File: config.mk
export PLATFORM = sky130hd
export DESIGN_NAME = quadratic_bezier_path_smoother_unit
export DESIGN_NICKNAME = d
export VERILOG_FILES = /design/src/rtl/qbps_pkg.sv /design/src/rtl/quadratic_bezier_path_smoother_unit.sv /design/src/rtl/qbps_axis.sv /design/src/rtl/qbps_dp.sv /design/src/rtl/qbps_ctrl.sv
export SDC_FILE = /design/constraint.sdc
export NUM_CORES = 2
export LEC_CHECK = 0
export BUFFER_PORTS_ARGS = -buffer_cell sky130_fd_sc_hd__buf_2
export CORE_MARGIN = 4
export CORE_UTILIZATION = 59
export DETAILED_ROUTE_END_ITERATION = 10
export PLACE_DENSITY = 0.76
export REMOVE_ABC_BUFFERS = 1
export SLEW_MARGIN = 0
export SYNTH_ARGS = -nofsm -noshare
export SYNTH_HDL_FRONTEND = slang
export SYNTH_SLANG_ARGS = --single-unit
File: constraint.sdc
create_clock -name clk -period 8.44 [get_ports clk]
set_input_delay 0 -clock clk [delete_from_list [all_inputs] [get_ports clk]]
set_output_delay 0 -clock clk [all_outputs]
set_load 0.01 [all_outputs]
File: src/rtl/qbps_pkg.sv
// ----------------------------------------------------------------------------
// qbps_pkg: shared types and constants of the quadratic Bezier path smoother
// Coordinate and accumulator widths, controller states, command and status
// groups between the controller and the datapath.
// ----------------------------------------------------------------------------
package qbps_pkg;

  // Coordinate width of waypoints and samples
  localparam int COORD_W = 16;
  // Largest log2 sample count per segment
  localparam int MAX_LG  = 6;
  localparam logic [2:0] MAX_LG_C = 3'(MAX_LG);
  // Accumulator width: coordinate, N^2 growth and headroom for the differences
  localparam int ACC_W   = COORD_W + 2 * MAX_LG + 3;
  // Sample counter width
  localparam int KW      = MAX_LG;

  typedef logic signed [COORD_W-1:0] coord_t;
  typedef logic signed [ACC_W-1:0]   acc_t;
  typedef logic [KW-1:0]             cnt_t;

  typedef enum logic [1:0] {
    ST_IDLE,
    ST_SETUP,
    ST_RUN
  } state_t;

  // Commands from controller to datapath
  typedef struct packed {
    logic load;   // take a waypoint, update history, latch curve points
    logic setup;  // derive difference terms for a new segment
    logic step;   // emit one sample and advance the curve
  } cmd_t;

  // Status from datapath to controller
  typedef struct packed {
    logic emit;      // the offered waypoint produces a segment
    logic last;      // current sample is the last of the segment
    logic out_free;  // output register can take a new word
  } stat_t;

  // Sign-extend a coordinate to accumulator width
  function automatic acc_t ext(coord_t v);
    return {{(ACC_W-COORD_W){v[COORD_W-1]}}, v};
  endfunction

endpackage

File: src/rtl/quadratic_bezier_path_smoother_unit.sv
// Segments: a waypoint that closes a segment passes through the setup state, then
//   N sample steps at one word per cycle while the output register can take a
//   word (N = 2^samples_log2, samples_log2 clamped to 6); others only enter history.
// Output stalls hold the sample steps back at the single output register.
// Reset: history empty, samples_log2 = 6, no word pending.
// ----------------------------------------------------------------------------
// quadratic_bezier_path_smoother_unit: top level
// Turns a stream of waypoints into sampled quadratic Bezier segments through
// midpoints, with a controller and a two-axis forward-difference datapath.
// ----------------------------------------------------------------------------
module quadratic_bezier_path_smoother_unit import qbps_pkg::*; (
  input  logic       clk,
  input  logic       rst_n,
  input  logic       in_valid,
  output logic       in_stall,
  input  coord_t     in_point_x,
  input  coord_t     in_point_y,
  input  logic       in_path_start,
  output logic       out_valid,
  input  logic       out_stall,
  output coord_t     out_sample_x,
  output coord_t     out_sample_y,
  output logic       out_segment_end,
  input  logic       cfg_wr_en,
  input  logic [2:0] cfg_wr_data
);

  cmd_t  cmd;
  stat_t stat;

  qbps_ctrl u_ctrl (
    .clk      (clk),
    .rst_n    (rst_n),
    .in_valid (in_valid),
    .in_stall (in_stall),
    .stat     (stat),
    .cmd      (cmd)
  );

  qbps_dp u_dp (
    .clk             (clk),
    .rst_n           (rst_n),
    .cmd             (cmd),
    .stat            (stat),
    .in_point_x      (in_point_x),
    .in_point_y      (in_point_y),
    .in_path_start   (in_path_start),
    .cfg_wr_en       (cfg_wr_en),
    .cfg_wr_data     (cfg_wr_data),
    .out_valid       (out_valid),
    .out_stall       (out_stall),
    .out_sample_x    (out_sample_x),
    .out_sample_y    (out_sample_y),
    .out_segment_end (out_segment_end)
  );

endmodule

File: src/rtl/qbps_axis.sv
// ----------------------------------------------------------------------------
// qbps_axis: one coordinate axis of the smoother datapath
// Keeps the waypoint history of the axis and walks the quadratic curve by
// forward differences of the exact numerator r^2*P0 + 2kr*P1 + k^2*P2.
// ----------------------------------------------------------------------------
module qbps_axis import qbps_pkg::*; (
  input  logic       clk,
  input  cmd_t       cmd,
  input  logic       hist_clr,
  input  coord_t     pt,
  input  logic [2:0] lg,
  output coord_t     sample
);

  coord_t older_r, newer_r;
  coord_t p0_r, p1_r, p2_r;
  acc_t   a_r, b_r, e_r, num_r;

  logic [3:0] sh2;
  logic [3:0] sh1;
  acc_t       bias;
  acc_t       q;
  acc_t       sat_q;

  localparam acc_t ACC_ONE  = acc_t'(1);
  localparam acc_t ACC_ZERO = acc_t'(0);
  localparam acc_t SAT_HI   = {{(ACC_W-COORD_W+1){1'b0}}, {(COORD_W-1){1'b1}}};
  localparam acc_t SAT_LO   = ~SAT_HI;

  // Midpoint truncated toward zero
  function automatic coord_t half(coord_t a, coord_t b);
    logic signed [COORD_W:0] s;
    logic signed [COORD_W:0] s_adj;
    s     = {a[COORD_W-1], a} + {b[COORD_W-1], b};
    s_adj = s + {{COORD_W{1'b0}}, s[COORD_W]};
    return s_adj[COORD_W:1];
  endfunction

  assign sh2 = {lg, 1'b0};
  assign sh1 = {1'b0, lg} + 4'd1;

  // Hold history, latch curve points, walk the numerator
  always_ff @(posedge clk) begin
    if (cmd.load) begin
      older_r <= hist_clr ? '0 : newer_r;
      newer_r <= pt;
      p0_r    <= half(older_r, newer_r);
      p1_r    <= newer_r;
      p2_r    <= half(newer_r, pt);
    end
    if (cmd.setup) begin
      a_r   <= ext(p0_r) - (ext(p1_r) <<< 1) + ext(p2_r);
      e_r   <= ext(p0_r) - (ext(p1_r) <<< 1) + ext(p2_r);
      b_r   <= (ext(p1_r) - ext(p0_r)) <<< sh1;
      num_r <= ext(p0_r) <<< sh2;
    end
    if (cmd.step) begin
      num_r <= num_r + b_r + e_r;
      e_r   <= e_r + (a_r <<< 1);
    end
  end

  // Divide by N^2 toward zero, then clamp to the coordinate range
  always_comb begin
    bias  = (ACC_ONE <<< sh2) - ACC_ONE;
    q     = (num_r + (num_r[ACC_W-1] ? bias : ACC_ZERO)) >>> sh2;
    sat_q = q;
    if (q > SAT_HI) begin
      sat_q = SAT_HI;
    end else if (q < SAT_LO) begin
      sat_q = SAT_LO;
    end
  end

  assign sample = sat_q[COORD_W-1:0];

endmodule

File: src/rtl/qbps_dp.sv
// ----------------------------------------------------------------------------
// qbps_dp: datapath of the quadratic Bezier path smoother
// Holds the sample count register, the path fill count, the sample counter,
// both coordinate axes and the output word register.
// ----------------------------------------------------------------------------
module qbps_dp import qbps_pkg::*; (
  input  logic       clk,
  input  logic       rst_n,
  input  cmd_t       cmd,
  output stat_t      stat,
  input  coord_t     in_point_x,
  input  coord_t     in_point_y,
  input  logic       in_path_start,
  input  logic       cfg_wr_en,
  input  logic [2:0] cfg_wr_data,
  output logic       out_valid,
  input  logic       out_stall,
  output coord_t     out_sample_x,
  output coord_t     out_sample_y,
  output logic       out_segment_end
);

  logic [2:0] samples_log2_r;
  logic [1:0] seen_r, seen_nxt;
  logic [1:0] seen_eff;
  cnt_t       k_r;
  cnt_t       k_last;
  logic [2:0] lg;
  logic       out_valid_r, out_valid_nxt;
  coord_t     out_x_r, out_y_r;
  logic       out_end_r;
  coord_t     smp_x, smp_y;

  // Clamp the sample count and form the last index
  assign lg     = (samples_log2_r > MAX_LG_C) ? MAX_LG_C : samples_log2_r;
  assign k_last = cnt_t'((KW+1)'(1) << lg) - cnt_t'(1);

  // A path start drops the history
  assign seen_eff = in_path_start ? 2'd0 : seen_r;
  assign seen_nxt = (seen_eff == 2'd2) ? 2'd2 : seen_eff + 2'd1;

  assign stat.emit     = (seen_eff == 2'd2);
  assign stat.last     = (k_r == k_last);
  assign stat.out_free = !out_valid_r || !out_stall;

  // Hold the output word until taken
  assign out_valid_nxt = cmd.step ? 1'b1 : (out_valid_r && out_stall);

  // Control registers
  always_ff @(posedge clk) begin
    if (!rst_n) begin
      samples_log2_r <= 3'(MAX_LG);
      seen_r         <= 2'd0;
      out_valid_r    <= 1'b0;
    end else begin
      if (cfg_wr_en) begin
        samples_log2_r <= cfg_wr_data;
      end
      if (cmd.load) begin
        seen_r <= seen_nxt;
      end
      out_valid_r <= out_valid_nxt;
    end
  end

  // Advance the sample counter and load the output word
  always_ff @(posedge clk) begin
    if (cmd.setup) begin
      k_r <= '0;
    end else if (cmd.step) begin
      k_r <= k_r + cnt_t'(1);
    end
    if (cmd.step) begin
      out_x_r   <= smp_x;
      out_y_r   <= smp_y;
      out_end_r <= stat.last;
    end
  end

  qbps_axis u_axis_x (
    .clk      (clk),
    .cmd      (cmd),
    .hist_clr (seen_eff == 2'd0),
    .pt       (in_point_x),
    .lg       (lg),
    .sample   (smp_x)
  );

  qbps_axis u_axis_y (
    .clk      (clk),
    .cmd      (cmd),
    .hist_clr (seen_eff == 2'd0),
    .pt       (in_point_y),
    .lg       (lg),
    .sample   (smp_y)
  );

  assign out_valid       = out_valid_r;
  assign out_sample_x    = out_x_r;
  assign out_sample_y    = out_y_r;
  assign out_segment_end = out_end_r;

endmodule

File: src/rtl/qbps_ctrl.sv
// ----------------------------------------------------------------------------
// qbps_ctrl: controller of the quadratic Bezier path smoother
// Accepts waypoints in idle, then sequences segment setup and one sample
// per cycle while the output register has room.
// ----------------------------------------------------------------------------
module qbps_ctrl import qbps_pkg::*; (
  input  logic  clk,
  input  logic  rst_n,
  input  logic  in_valid,
  output logic  in_stall,
  input  stat_t stat,
  output cmd_t  cmd
);

  state_t state_r, state_nxt;

  // State register
  always_ff @(posedge clk) begin
    if (!rst_n) begin
      state_r <= ST_IDLE;
    end else begin
      state_r <= state_nxt;
    end
  end

  // Next state and commands
  always_comb begin
    state_nxt = state_r;
    cmd       = '0;
    in_stall  = 1'b1;
    case (state_r)
      ST_IDLE: begin
        in_stall = 1'b0;
        if (in_valid) begin
          cmd.load = 1'b1;
          if (stat.emit) begin
            state_nxt = ST_SETUP;
          end
        end
      end
      ST_SETUP: begin
        cmd.setup = 1'b1;
        state_nxt = ST_RUN;
      end
      ST_RUN: begin
        if (stat.out_free) begin
          cmd.step = 1'b1;
          if (stat.last) begin
            state_nxt = ST_IDLE;
          end
        end
      end
      default: begin
        state_nxt = ST_IDLE;
      end
    endcase
  end

endmodule

# ---- Word-level counts from Yosys, hierarchy flattened
# Index checks and enable logic that the tools add are counted.
dict set report word_totals {
  wordCells 109
  inputBits 41
  regBits 431
}
dict set report op_classes {
  muxes 27
  shifts 8
  magnitude_cmp 5
  addsub 27
  n_reduce_logical 8
  n_eq_ne 8
}
# op n
set op_table {}
lappend op_table {{2-to-1 mux 31 bit} 10}
lappend op_table {{adder 31 bit} 6}
lappend op_table {{adder 16 x 16 -> 17 bit} 4}
lappend op_table {{adder 17 x 1 -> 17 bit} 4}
lappend op_table {{adder 31 x 20 -> 31 bit} 2}
lappend op_table {{> comparator 31 x 16 -> 1 bit (second input constant)} 2}
lappend op_table {{less-than comparator 31 x 16 -> 1 bit (second input constant)} 2}
lappend op_table {{<<< shifter 16 x 4 -> 31 bit} 2}
lappend op_table {{<<< shifter 17 x 4 -> 31 bit} 2}
lappend op_table {{>>> shifter 31 x 4 -> 31 bit} 2}
lappend op_table {{adder 18 x 16 -> 19 bit} 2}
lappend op_table {{subtractor 16 x 17 -> 18 bit} 2}
lappend op_table {{subtractor 16 x 16 -> 17 bit} 2}
lappend op_table {{2-to-1 mux 16 bit} 2}
lappend op_table {{<<< shifter 2 x 4 -> 31 bit (first input constant)} 1}
lappend op_table {{subtractor 31 x 2 -> 31 bit (second input constant)} 1}
lappend op_table {{2-to-1 mux 2 bit} 6}
lappend op_table {{inequality test 2 bit (second input constant)} 4}
lappend op_table {{2-to-1 mux 1 bit} 7}
lappend op_table {{adder 6 x 1 -> 6 bit (second input constant)} 1}
lappend op_table {{equality test 6 bit} 1}
lappend op_table {{case mux 2 bit (3 select lines)} 1}
lappend op_table {{left shift 1 x 3 -> 6 bit (first input constant)} 1}
lappend op_table {{subtractor 6 x 1 -> 6 bit (second input constant)} 1}
lappend op_table {{other kinds (12)} 15}

# ---- Depth between registers and ports, before layout
dict set report logic_depth {
  depth_word 9
  depth_mapped 27
  mapped_depth_nobuf 23
}

# ---- Cells and area by module
# A second synthesis with hierarchy kept.
dict set report unflattened {
  cells_unflattened 4039
  hier_area_um2 38595.8
}
# module area_each_um2 n_inst cells_per_inst
set by_module_without_submodules {}
lappend by_module_without_submodules {{qbps_axis (u_dp.u_axis_y)} 18606.6 1 1990}
lappend by_module_without_submodules {{qbps_axis (u_dp.u_axis_x)} 18247.5 1 1931}
lappend by_module_without_submodules {qbps_dp 1631.6 1 105}
lappend by_module_without_submodules {qbps_ctrl 110.1 1 13}

# ---- Least setup slack after synthesis
# OpenSTA, ideal clock, no wires.
dict set report synth_path {
  kind {reg2reg}
  startpoint {reg u_ctrl.state_r[1]}
  endpoint {reg u_dp.seen_r[0]}
  stages_incl_launch_ff 5
  slack_ns 0.244
  setup_time_ns 0.130
  t_arrival_ns 8.066
  t_required_ns 8.310
  n_path_buf 0
  cell_sequence {dfxtp_1 > or2_2 > nor2_1 > mux2i_1 > nor2b_1}
}
# element line
set synth_rtl {}
lappend synth_rtl {{from (decl)} qbps_ctrl.sv:15} ;# state_t state_r, state_nxt;
lappend synth_rtl {{from (signal assigned)} qbps_ctrl.sv:22} ;# state_r <= state_nxt;
lappend synth_rtl {{to (signal assigned)} qbps_dp.sv:60} ;# seen_r <= seen_nxt;
lappend synth_rtl {{to (decl)} qbps_dp.sv:24} ;# logic [1:0] seen_r, seen_nxt;

# ---- Worst setup path in the final report
dict set report layout_path {
  startpoint {reg u_dp.samples_log2_r[1]}
  endpoint {reg u_dp.out_y_r[2], in the netlist u_dp.out_sample_y[2], data pin}
}
dict set report layout_between {
  elab_chain_cells 9
  elab_cells_between_ends 10
  cone_classes {add/sub (2); order compare (3); shift (2); mux (3)}
}
# element line
set layout_lines {}
lappend layout_lines {{from (decl)} qbps_dp.sv:23} ;# logic [2:0] samples_log2_r;
lappend layout_lines {{from (signal assigned)} qbps_dp.sv:52} ;# samples_log2_r <= 3'(MAX_LG);
lappend layout_lines {{from (signal assigned)} qbps_dp.sv:57} ;# samples_log2_r <= cfg_wr_data;
lappend layout_lines {{> comparator 3 bit} qbps_dp.sv:35} ;# assign lg = (samples_log2_r > MAX_LG_C) ? MAX_LG_C : samples_log2_r;
lappend layout_lines {{2-to-1 mux 3 bit (*)} qbps_dp.sv:35}
lappend layout_lines {{<<< shifter 2 x 4 -> 31 bit} qbps_axis.sv:65} ;# bias = (ACC_ONE <<< sh2) - ACC_ONE;
lappend layout_lines {{subtractor 31 x 2 -> 31 bit} qbps_axis.sv:65}
lappend layout_lines {{2-to-1 mux 31 bit} qbps_axis.sv:66} ;# q = (num_r + (num_r[ACC_W-1] ? bias : ACC_ZERO)) >>> sh2;
lappend layout_lines {{adder 31 bit} qbps_axis.sv:66}
lappend layout_lines {{>>> shifter 31 x 4 -> 31 bit (*)} qbps_axis.sv:66}
lappend layout_lines {{less-than comparator 31 x 16 -> 1 bit} qbps_axis.sv:70} ;# end else if (q < SAT_LO) begin
lappend layout_lines {{2-to-1 mux 16 bit} qbps_axis.sv:70}
lappend layout_lines {{to (signal assigned)} qbps_dp.sv:75} ;# out_y_r <= smp_y;
lappend layout_lines {{to (decl)} qbps_dp.sv:30} ;# coord_t out_x_r, out_y_r;
# Mark *: on every way between the ends. The rest lies on a longest branch, timed or not.
# A chain may end at the register's enable or synchronous reset.

==> flow_results.org <==
** Run status
- The flow ran to the end, and the final reports show no timing, DRC or antenna violations.

** Worst setup path
- Critical Path Max Stage Delay :: approximately 0.77 ns
- STA classifies the critical path startpoint as a flip-flop.
- Counting both buffers and inverters, the worst setup path holds a total of 3.
- Endpoint arrival time on the critical path :: between 7 and 8 ns
- Kind of critical path :: flip-flop to flip-flop
- At the worst endpoint, the required time is roughly 8.9 ns.
- The critical path starts at u_dp.samples_log2_r[1]$_SDFFE_PN1P_.
- Endpoint type of the worst setup path :: flip-flop
- Measured in cells, the most critical reg-to-reg path has a length of 20.
- Most prevalent standard cell on the critical path :: sky130_fd_sc_hd__ha_1
- Along the worst path, the maximum fanout reaches 50.
- Worst flop-to-flop path startpoint :: u_dp.samples_log2_r[1]$_SDFFE_PN1P_
- Walking the worst path, the cells encountered are nand2_1 -> buf_4 -> inv_1 -> ha_1 -> inv_1 -> ha_1 -> nor2b_1 -> ha_1 -> and2_1 -> a22oi_1 -> nand2_2 -> o41ai_1 -> xor2_1 -> mux2i_1 -> o221a_4 -> or3b_1 -> a2111oi_2 -> a32oi_1 -> o41a_1 -> o21ai_0.
- In this run the number of cells on the critical path is 20.
- In this design, the largest share of critical-path delay is due to compound AO/OA/AOI/OAI gates.
- Slowest stage cell on the critical path :: sky130_fd_sc_hd__dfxtp_4

** Pwr
- Power Density :: 186 nW/um^2
- Total power for the finished layout comes to approximately 7.4 mW.
- For this design the static power due to leakage is between 15 and 20 nW.
- Across the VDD grid, the largest voltage drop is between 150 and 200 uV.

** Place
- Timing analysis after detailed placement gives a worst setup slack of 1.78 ns.
- Post-DP HPWL :: roughly 70 mm
- The number of placed instances, taps included, is around 4800.
- The congestion estimate from routability-driven global placement came to 0.967.
- Buffers placed on the I/O ports in this run total 75.

** Route
- The routed design has approximately 94 mm of wire.
- Antenna Nets Post-Route :: 0
- DRC :: 0
- Routed length per placed instance :: 19.1 um
- Total iterations of the first detailed-routing run :: 6
- Drt first-iter violations :: around 2800
- Via-per-instance ratio :: 6.14
- Via count :: 30100

** Timing
- Number of hold-slack violations in the final timing report :: 0
- Once routing completed, OpenROAD measured the worst setup slack at roughly 1.7 ns.
- Setup repair after global routing left no endpoint under its margin.
- For the final routed database, the setup TNS stands at 0 ns.
- Setup violators final :: 0
- Worst-case clock skew :: 0.0173 ns
- Fin crit share :: 0.802
- Number of slew-limit violations in the final report :: 0
- Max transition margin :: 0.196
- Max Clk Rate :: between 100 and 150 MHz
- For the pin with the worst max-slew slack, the measured transition is roughly 1.2 ns.
- Min Tclk post-route :: just under 7 ns

** Synth
- Yosys instantiated no cell more often than sky130_fd_sc_hd__edfxtp_1.
- Synthesis instantiated 95 different standard cells from the library.
- A synthesized cell averages between 9 and 10 um^2.
- The largest total area in the synthesized netlist belongs to sky130_fd_sc_hd__edfxtp_1.
- The share of synthesized area in the top cell type comes to 0.339.
- After synthesis, the most frequently instantiated cells are 417 x sky130_fd_sc_hd__edfxtp_1, 339 x sky130_fd_sc_hd__nor2_1, 331 x sky130_fd_sc_hd__a21oi_1, 319 x sky130_fd_sc_hd__ha_1, 312 x sky130_fd_sc_hd__nand2_1.
- Of all flip-flops after synthesis, the portion carrying an async set or reset was 0.
- Post-synth design cell area :: roughly 37000 um^2
- Number of enable flip-flop cells after synthesis :: between 400 and 500
- Flip-flop cell with the highest count after synthesis :: sky130_fd_sc_hd__edfxtp_1
- During synthesis, Yosys emitted a total of 0 warnings.
- In this run, synthesis produced a sequential element count of 431.
- The share of the Yosys chip area taken by registers is 0.347.
- Number of cells produced by synthesis :: roughly 4000
- Biggest area contributors in the synthesized netlist :: sky130_fd_sc_hd__edfxtp_1 34%, sky130_fd_sc_hd__ha_1 11%, sky130_fd_sc_hd__fa_1 5.6%

** Worst hold path
- Start point of the worst min-delay path :: in_point_y[2]
- The worst hold path passes through 2 cells.
- The worst hold path belongs to the class primary input to flip-flop.

** Global route
- Pin count of the biggest net entering global routing :: between 150 and 200
- Overall global routing resource usage :: 0.276
- Number of global-route vias before repair :: 28500
- For this run the aggregate overflow at the end of global routing stands at 0.
- The first global-routing pass estimated approximately 150 mm of wire.
- Number of antenna violations at the first check in global routing :: 1

** Run
- The tool flagged a number of max-cap violations equal to 0.

** Layout
- The count of cells in the finished layout, fillers not included, comes to approximately 4900.
- Fraction of final layout cells with drive strength greater than 1 :: 0.0635
- Net count of the finished layout :: 4489
- At the end of the flow the core is filled with cells to 0.649.
- Synthesis-to-layout area growth :: 8.72%

** Floorplan
- Die Wd :: ~260 um
- The die covers around 67000 um^2.
- Number of ports placed on the die boundary :: 76
- Row cnt :: between 90 and 100
- Initial standard-cell utilization of the core :: 0.597
- CORE AREA :: approximately 60000 um^2
- Die outline height :: 258 um

** CTS
- Post-CTS timing repair inserted 0 buffers for setup.
- After clock tree synthesis, the clock-pin slew on the worst setup and hold paths is roughly 0.06 ns.
- Clock latency reported for the late side of the worst-skew pair :: 0.62 ns
- CTS placed an instance of sky130_fd_sc_hd__clkbuf_16 at the clock tree root.
- Clock H-tree levels :: 2
- Counting every sink on the clock net gives 431.
- Bufs on Longest Clock Path :: 3
- TritonCTS built the clock tree.
- Inserted Clock Buffers :: 50
[report_power, final]
| part | switching, mW | internal, mW |
|---|---|---|
| Combinational | 1.53 | 0.975 |
| Sequential | 0.104 | 2.63 |
| Clock | 0.921 | 1.28 |
[what timing repair did]
| action | CTS | global route |
|---|---|---|
| resized for setup | 0 | 0 |
| hold buffers | 40 | 0 |
| hold endpoints to repair | 42 | 0 |
[flip-flops by register name, indices dropped and copies added, names as in the netlist, 3 cells and up]
signal	flops
u_dp.u_axis_x.newer_r	16
u_dp.u_axis_x.p2_r	16
u_dp.u_axis_x.num_r	31
u_dp.u_axis_x.p0_r	16
u_dp.u_axis_x.older_r	16
u_dp.u_axis_y.older_r	16
u_dp.u_axis_y.num_r	31
u_dp.u_axis_y.a_r	19
u_dp.u_axis_y.p0_r	16
u_dp.u_axis_x.e_r	31
u_dp.k_r	6
u_dp.u_axis_y.newer_r	16
u_dp.u_axis_x.a_r	19
u_dp.out_sample_x	16
u_dp.u_axis_x.b_r	31
u_dp.u_axis_y.b_r	31
u_dp.out_sample_y	16
u_dp.u_axis_y.p1_r	16
u_dp.samples_log2_r	3
u_dp.u_axis_y.e_r	31
u_dp.u_axis_x.p1_r	16
u_dp.u_axis_y.p2_r	16
[final cells by class]
| type | count | area (um^2) |
|---|---|---|
| Fill cell | 5002 | 21700 |
| Clock inverter | 25 | 302 |
| Multi-Input combinational cell | 3138 | 22700 |
| Sequential cell | 431 | 12800 |
| Timing Repair Buffer | 137 | 953 |
| Clock buffer | 65 | 1350 |
| Antenna cell | 1 | 2.50 |
| Inverter | 267 | 1010 |
| Tap cell | 837 | 1050 |
[layout by cell type, fill, tap and decap left out, drive strengths merged, types with 19 or more instances in the layout]
| master | netlist | layout |
|---|---|---|
| o22ai | 22 | 22 |
| nand2b | 38 | 38 |
| o31ai | 22 | 22 |
| nand2 | 313 | 313 |
| o21ai | 310 | 310 |
| edfxtp | 417 | 417 |
| nor2 | 339 | 339 |
| fa | 104 | 104 |
| xnor2 | 201 | 201 |
| and3 | 43 | 43 |
| nand4 | 26 | 26 |
| clkinv | 1 | 19 |
| and2 | 34 | 34 |
| o21bai | 48 | 48 |
| ha | 319 | 319 |
| mux2i | 95 | 95 |
| buf | 40 | 97 |
| a21o | 76 | 76 |
| clkbuf | 97 | 65 |
| dlygate4sd3 | 0 | 40 |
| a21boi | 22 | 22 |
| nor2b | 83 | 83 |
| nand3 | 87 | 87 |
| or3 | 20 | 20 |
| inv | 266 | 267 |
| o21a | 33 | 33 |
| mux2 | 24 | 24 |
| a211oi | 64 | 64 |
| a31oi | 45 | 45 |
| nor3 | 95 | 95 |
| a21oi | 333 | 333 |
| o211ai | 27 | 27 |
| xor2 | 109 | 109 |
[per-stage QoR]
step	area, um^2	hold slack, ns
after floorplan	36400	0.0986
after global placement	38100	0.196
after detailed placement	38100	0.197
after CTS	40100	0.0805
after global routing	40100	0.110
final	40100	0.107
[routing by layer]
layer,part of all wire,vias to the layer above,routed length (um),global-route usage
met1,0.45,14200,42100,0.400
li1,-,14600,-,-
met5,0,-,0,0
met2,0.45,1126,41900,0.435
met3,0.080,171,7520,0.0412
met4,0.025,0,2340,0.0720
[cell families after synthesis]
family | after synthesis | synth area share
AOI/OAI and AO/OA | 1146 | 0.197
xor gates and xnor gates | 310 | 0.0745
adders and majority gates | 423 | 0.165
buffers and inverters | 404 | 0.0422
DFF | 431 | 0.347
muxes | 121 | 0.0343
other | 1 | 0.000102
and+or+nand+nor | 1120 | 0.141
[path summary, 6_finish.rpt]
check                                  endpoint  slack [ns]
max          u_dp.out_sample_y[2]$_SDFFCE_PN1P_        1.67
max reg2reg  u_dp.out_sample_y[2]$_SDFFCE_PN1P_        1.67
min reg2reg         u_dp.seen_r[0]$_SDFFE_PN0P_        0.52
min          u_dp.u_axis_y.newer_r[2]$_DFFE_PP_        0.11
No activity file was read; power rests on OpenSTA's default activity.
